**src/obla_pkg.sv**
```systemverilog
// Shared types and constants of the order book level aggregator.
package obla_pkg;

	localparam logic [1:0] REQ_ADD     = 2'd0;
	localparam logic [1:0] REQ_SUMMARY = 2'd1;
	localparam logic [1:0] REQ_UPDATE  = 2'd2;
	localparam logic [1:0] REQ_DELETE  = 2'd3;

	localparam logic [2:0] ST_OK       = 3'd0;
	localparam logic [2:0] ST_DUP      = 3'd1;
	localparam logic [2:0] ST_NO_ORDER = 3'd2;
	localparam logic [2:0] ST_NO_LEVEL = 3'd3;
	localparam logic [2:0] ST_FULL     = 3'd4;
	localparam logic [2:0] ST_IGNORED  = 3'd5;
	localparam logic [2:0] ST_NO_MAKER = 3'd6;

	localparam logic CFG_REPORT_ASK = 1'b0;
	localparam logic CFG_REPORT_BID = 1'b1;

	typedef enum logic [2:0] {
		OP_IGNORE,
		OP_ORD_ADD,
		OP_ORD_UPD,
		OP_ORD_DEL,
		OP_MKR_UPD,
		OP_MKR_DEL
	} op_t;

	typedef struct packed {
		logic [1:0]  req_type;
		logic [63:0] order_id;
		logic        side;
		logic [31:0] price;
		logic [31:0] quantity;
		logic [31:0] maker_id;
	} msg_t;

	typedef struct packed {
		logic        is_report;
		logic        report_side;
		logic [31:0] level_price;
		logic [31:0] level_total;
		logic [2:0]  status;
		logic        last;
	} result_t;

	typedef struct packed {
		op_t         op;
		logic [63:0] order_id;
		logic        side;
		logic [31:0] price;
		logic [31:0] quantity;
		logic [31:0] maker_id;
	} cmd_t;

	typedef struct packed {
		logic report_ask_enable;
		logic report_bid_enable;
	} cfg_t;

endpackage

```
**src/obla_fifo.sv**
```systemverilog
// Small register queue used between the stages and at the result side.
module obla_fifo #(
	parameter int W     = 8,
	parameter int DEPTH = 2
) (
	input  logic         clk,
	input  logic         arst_n,
	input  logic         push,
	input  logic [W-1:0] wdata,
	output logic         full,
	input  logic         pop,
	output logic [W-1:0] rdata,
	output logic         empty
);

	localparam int PW = (DEPTH > 1) ? $clog2(DEPTH) : 1;
	localparam int CW = $clog2(DEPTH + 1);

	logic [W-1:0]  mem_q [DEPTH];
	logic [PW-1:0] wp_q, rp_q;
	logic [CW-1:0] cnt_q;
	logic          do_push, do_pop;

	assign full    = (cnt_q == CW'(DEPTH));
	assign empty   = (cnt_q == '0);
	assign do_push = push && !full;
	assign do_pop  = pop && !empty;
	assign rdata   = mem_q[rp_q];

	always_ff @(posedge clk) begin
		if (do_push) begin
			mem_q[wp_q] <= wdata;
		end
	end

	always_ff @(posedge clk or negedge arst_n) begin
		if (!arst_n) begin
			wp_q  <= '0;
			rp_q  <= '0;
			cnt_q <= '0;
		end else begin
			if (do_push) begin
				wp_q <= (wp_q == PW'(DEPTH - 1)) ? '0 : wp_q + PW'(1);
			end
			if (do_pop) begin
				rp_q <= (rp_q == PW'(DEPTH - 1)) ? '0 : rp_q + PW'(1);
			end
			if (do_push && !do_pop) begin
				cnt_q <= cnt_q + CW'(1);
			end else if (do_pop && !do_push) begin
				cnt_q <= cnt_q - CW'(1);
			end
		end
	end

endmodule

```
**src/obla_front.sv**
```systemverilog
// Front end: accepts messages, decodes them into operations and queues them.
module obla_front (
	input  logic          clk,
	input  logic          arst_n,
	input  logic          push,
	output logic          full,
	input  obla_pkg::msg_t msg,
	input  logic          cmd_pop,
	output obla_pkg::cmd_t cmd,
	output logic          cmd_empty
);

	obla_pkg::cmd_t dec;
	logic           id_zero;

	assign id_zero = (msg.order_id == 64'd0);

	always_comb begin
		dec.order_id = msg.order_id;
		dec.side     = msg.side;
		dec.price    = msg.price;
		dec.quantity = msg.quantity;
		dec.maker_id = msg.maker_id;
		case (msg.req_type)
			obla_pkg::REQ_DELETE: dec.op = id_zero ? obla_pkg::OP_MKR_DEL : obla_pkg::OP_ORD_DEL;
			obla_pkg::REQ_UPDATE: dec.op = id_zero ? obla_pkg::OP_MKR_UPD : obla_pkg::OP_ORD_UPD;
			obla_pkg::REQ_SUMMARY: dec.op = id_zero ? obla_pkg::OP_MKR_UPD : obla_pkg::OP_ORD_ADD;
			default: dec.op = id_zero ? obla_pkg::OP_IGNORE : obla_pkg::OP_ORD_ADD;
		endcase
	end

	obla_fifo #(
		.W     ($bits(obla_pkg::cmd_t)),
		.DEPTH (2)
	) u_cmd_q (
		.clk    (clk),
		.arst_n (arst_n),
		.push   (push),
		.wdata  (dec),
		.full   (full),
		.pop    (cmd_pop),
		.rdata  (cmd),
		.empty  (cmd_empty)
	);

endmodule

```
**config.mk**
```make
export PLATFORM = sky130hd
export DESIGN_NAME = obla_front
export DESIGN_NICKNAME = d
export VERILOG_FILES = /design/src/obla_pkg.sv /design/src/obla_fifo.sv /design/src/obla_front.sv
export SDC_FILE = /design/constraint.sdc
export NUM_CORES = 1
export LEC_CHECK = 0
export BUFFER_PORTS_ARGS = -buffer_cell sky130_fd_sc_hd__buf_2
export CELL_PAD_IN_SITES_DETAIL_PLACEMENT = 1
export CELL_PAD_IN_SITES_GLOBAL_PLACEMENT = 2
export CORE_ASPECT_RATIO = 0.75
export CORE_MARGIN = 4
export CORE_UTILIZATION = 34
export CTS_CLUSTER_SIZE = 40
export DETAILED_ROUTE_END_ITERATION = 8
export GPL_ROUTABILITY_DRIVEN = 0
export PLACE_DENSITY = 0.78
export SLEW_MARGIN = 10
export SYNTH_ARGS = -nofsm -noshare
export SYNTH_HDL_FRONTEND = slang
export SYNTH_SLANG_ARGS = --single-unit
export TNS_END_PERCENT = 5
```
**constraint.sdc**
```tcl
create_clock -name clk -period 7.4 [get_ports clk]
set_input_delay 0.74 -clock clk [delete_from_list [all_inputs] [get_ports clk]]
set_output_delay 0.74 -clock clk [all_outputs]
set_load 0.03 [all_outputs]
```
==> impl_results.md <==
* Status: finished, final reports clean
* CORE AREA at 35,000 µm²
* Period minus WS final at 3860 ps
* Post-synth top flop: edfxtp_1
* Sw Share at 35.7%
* Flop pwr share at 40.8%
* Most frequent cells in the layout: buf_2, edfxtp_1, mux2_2
* Leakage power at 5.68 nW
* Latest clock arrival within the worst-skew pair at 500 ps
* ANT cells at 0
* Critical-path maximum fanout at 75
* Final TNS setup at 0 ps
* TritonCTS clock tree: yes
* Area of the multi-input gates at 2120 µm²
* Number of synthesized flops with an enable pin at 328
* Core Rows at 59
* Antenna-violating nets left at 0
* TritonCTS buffer count at 36
* Worst setup SP type: flop
* Total GRT Usage at 14.0%
* Slack of the critical path at 3540 ps
* Most common cell after layout, fill and taps aside: buf_2
* PortBufs at 332
* Slew Limit Headroom at 26.7%
* Crit-path cells: buf_4, mux2_2, buf_2
* Initial antenna violation count at 6
* Slew @ Worst Pin at 1100 ps
* Setup violators final at 0
* Htree depth at 2
* Sequential cell area fraction in the yosys report at 81.9%
* # resized after CTS at 0
* Final nets at 1,080
* Top-level port count at 333
* Layout Skew at 5.96 ps
* Most area-hungry cell type in the Yosys netlist: edfxtp_1
* Yosys cell types at 20
* WL/cell at 20.5 µm
* Syn Area/Cell at 21.9 µm²
* Yosys warns at 0
* Remaining global-route overflow at 0
* Clock-pin slew on the worst setup and hold paths at 60 ps
* Initial Util at 34.7%
* Fmax at 0.259 GHz
* Crit path DAT at 3120 ps
* Die Area at 38,900 µm²
* Fin cells at 1,393
* Top cell type's share of synthesized area at 81.0%
* Layout fillers at 3,405
* FF+latch area at 9950 µm²
* Hold crit path type: in -> async
* Clock sinks at 332
* Number of remaining DRC errors at 0
* Period Utilization, post-route at 52.2%
* Gate power share at 34.6%
* Synth area leaders: edfxtp_1, mux2_2, dfrtp_1
* Pin count of the biggest net entering global routing at 77
* Inst Count DP at 1,331
* Number of synthesized register bits at 332
* Synth Instances at 554
* CP Capture Type: output pin
* Async S/R FF share, synth at 1.20%
* Crit path largest cell delay at 1010 ps
* Root Buffer: clkbuf_16
* Pre-CTS WS at 3960 ps
* Vias at 6,501
* First-pass GRT wire length at 41.5 mm
* DP HPWL at 19.5 mm
* Max IR drop VDD at 0.000204 V
* Violation count after the first detailed-route iteration at 336
* Clock buffer depth at 3
* Drt pass-1 iters at 4
* Clock power frac at 24.6%
* Data required, critical path at 6660 ps
* Vias per cell at 4.67
* RSZ-0062 raised after global routing: no
* Routed WL at 28.6 mm
* PD cells at 436 nW/µm²
* Die Ht at 172 µm
* Final hold vios at 0
* Final hold slack at 38.1 ps
* Die W at 226 µm
* CTS Hold Bufs at 0
* Maxcap violations at 0
* Final Max Tran Viols at 0
* Int Power at 4.32 mW
* Crit Path Class: reg -> out
* Syn nets at 722
* Psw at 2.40 mW
* Vias in the first global route at 7,083
* Layout cells sized above 1 at 59.0%
* Postcts setup bufs at 0
* Mapped Area at 12,200 µm²
* Layout area overhead at 27.1%
* CP max stage cell: dfrtp_4
==> registers in the layout (all words and copies together), names as in the netlist <==
| register | flops |
|---|---|
| u_cmd_q.cnt_q | 2 |
| u_cmd_q.rp_q | 1 |
| u_cmd_q.mem_q | 328 |
| u_cmd_q.wp_q | 1 |
==> routing by layer <==
metal	track usage, %	wire, µm	vias to the layer above
li1	-	-	2955
met3	5.66	2700	55
met1	17.6	11600	3253
met4	3.28	499	12
met2	22.9	13700	226
met5	0	80	-
==> stage by stage <==
step	utilization [%]	power, mW	instance area [µm²]
after floorplan	-	4.48	12200
after global placement	41.0	5.12	14400
after detailed placement	41.0	5.16	14400
after CTS	44.1	6.86	15400
after global routing	44.1	7.06	15400
final	44.1	6.73	15400
==> kinds of logic (layout without fill, tap and decap cells) <==
logic type	count (synthesis)	after routing	share of synthesized area, %
multiplexers	165	165	15.3
AND/OR/NAND/NOR	28	28	1.46
XOR/XNOR	5	5	0.360
AO/OA/AOI/OAI	2	2	0.103
adder cells (fa/ha/maj)	1	1	0.103
flip-flops	332	332	81.9
buffers and inverters	21	403	0.824
==> synthesized netlist by cell type, types with 2 or more instances <==
master	n
nand4_1	4
nor2_1	3
buf_2	17
mux2_2	164
edfxtp_1	328
xnor2_1	3
dfrtp_1	4
inv_1	3
nor4_2	2
nor4_1	15
xor2_1	2
==> critical path, delay by kind of cell, from the launching register on <==
kind	cells	cell delay, ps
buffers and inverters	2	1060
DFF	1	1010
muxes	1	430
==> path summary, 6_finish.rpt <==
path	slack, ps	depth (start not counted)	from	end
max reg2reg	4420	4	u_cmd_q.cnt_q[0]	u_cmd_q.mem_q[0][71]
max in group asynchronous	7220	1	arst_n	u_cmd_q.rp_q
min in group clk	430	1	msg[77]	u_cmd_q.mem_q[1][77]
max	3540	3	u_cmd_q.rp_q	cmd[67]
min	40	1	arst_n	u_cmd_q.cnt_q[1]
min reg2reg	520	1	u_cmd_q.cnt_q[1]	u_cmd_q.cnt_q[1]
==> cell type report <==
type | instances | area share [%]
Sequential cell | 332 | 64.4
Inverter | 3 | 0.0729
Tap cell | 457 | 3.70
Multi-Input combinational cell | 201 | 13.7
Clock inverter | 15 | 0.794
Timing Repair Buffer | 338 | 11.0
Clock buffer | 47 | 6.24
==> power groups by stage <==
stage	clock network, mW	registers (mW)	logic, mW
after floorplan	0	2.74	1.74
after global placement	0	2.76	2.36
after detailed placement	0	2.79	2.37
after CTS	1.72	2.75	2.38
after global routing	1.81	2.78	2.47
final	1.66	2.74	2.33
No activity file was read; power rests on OpenSTA's default activity.
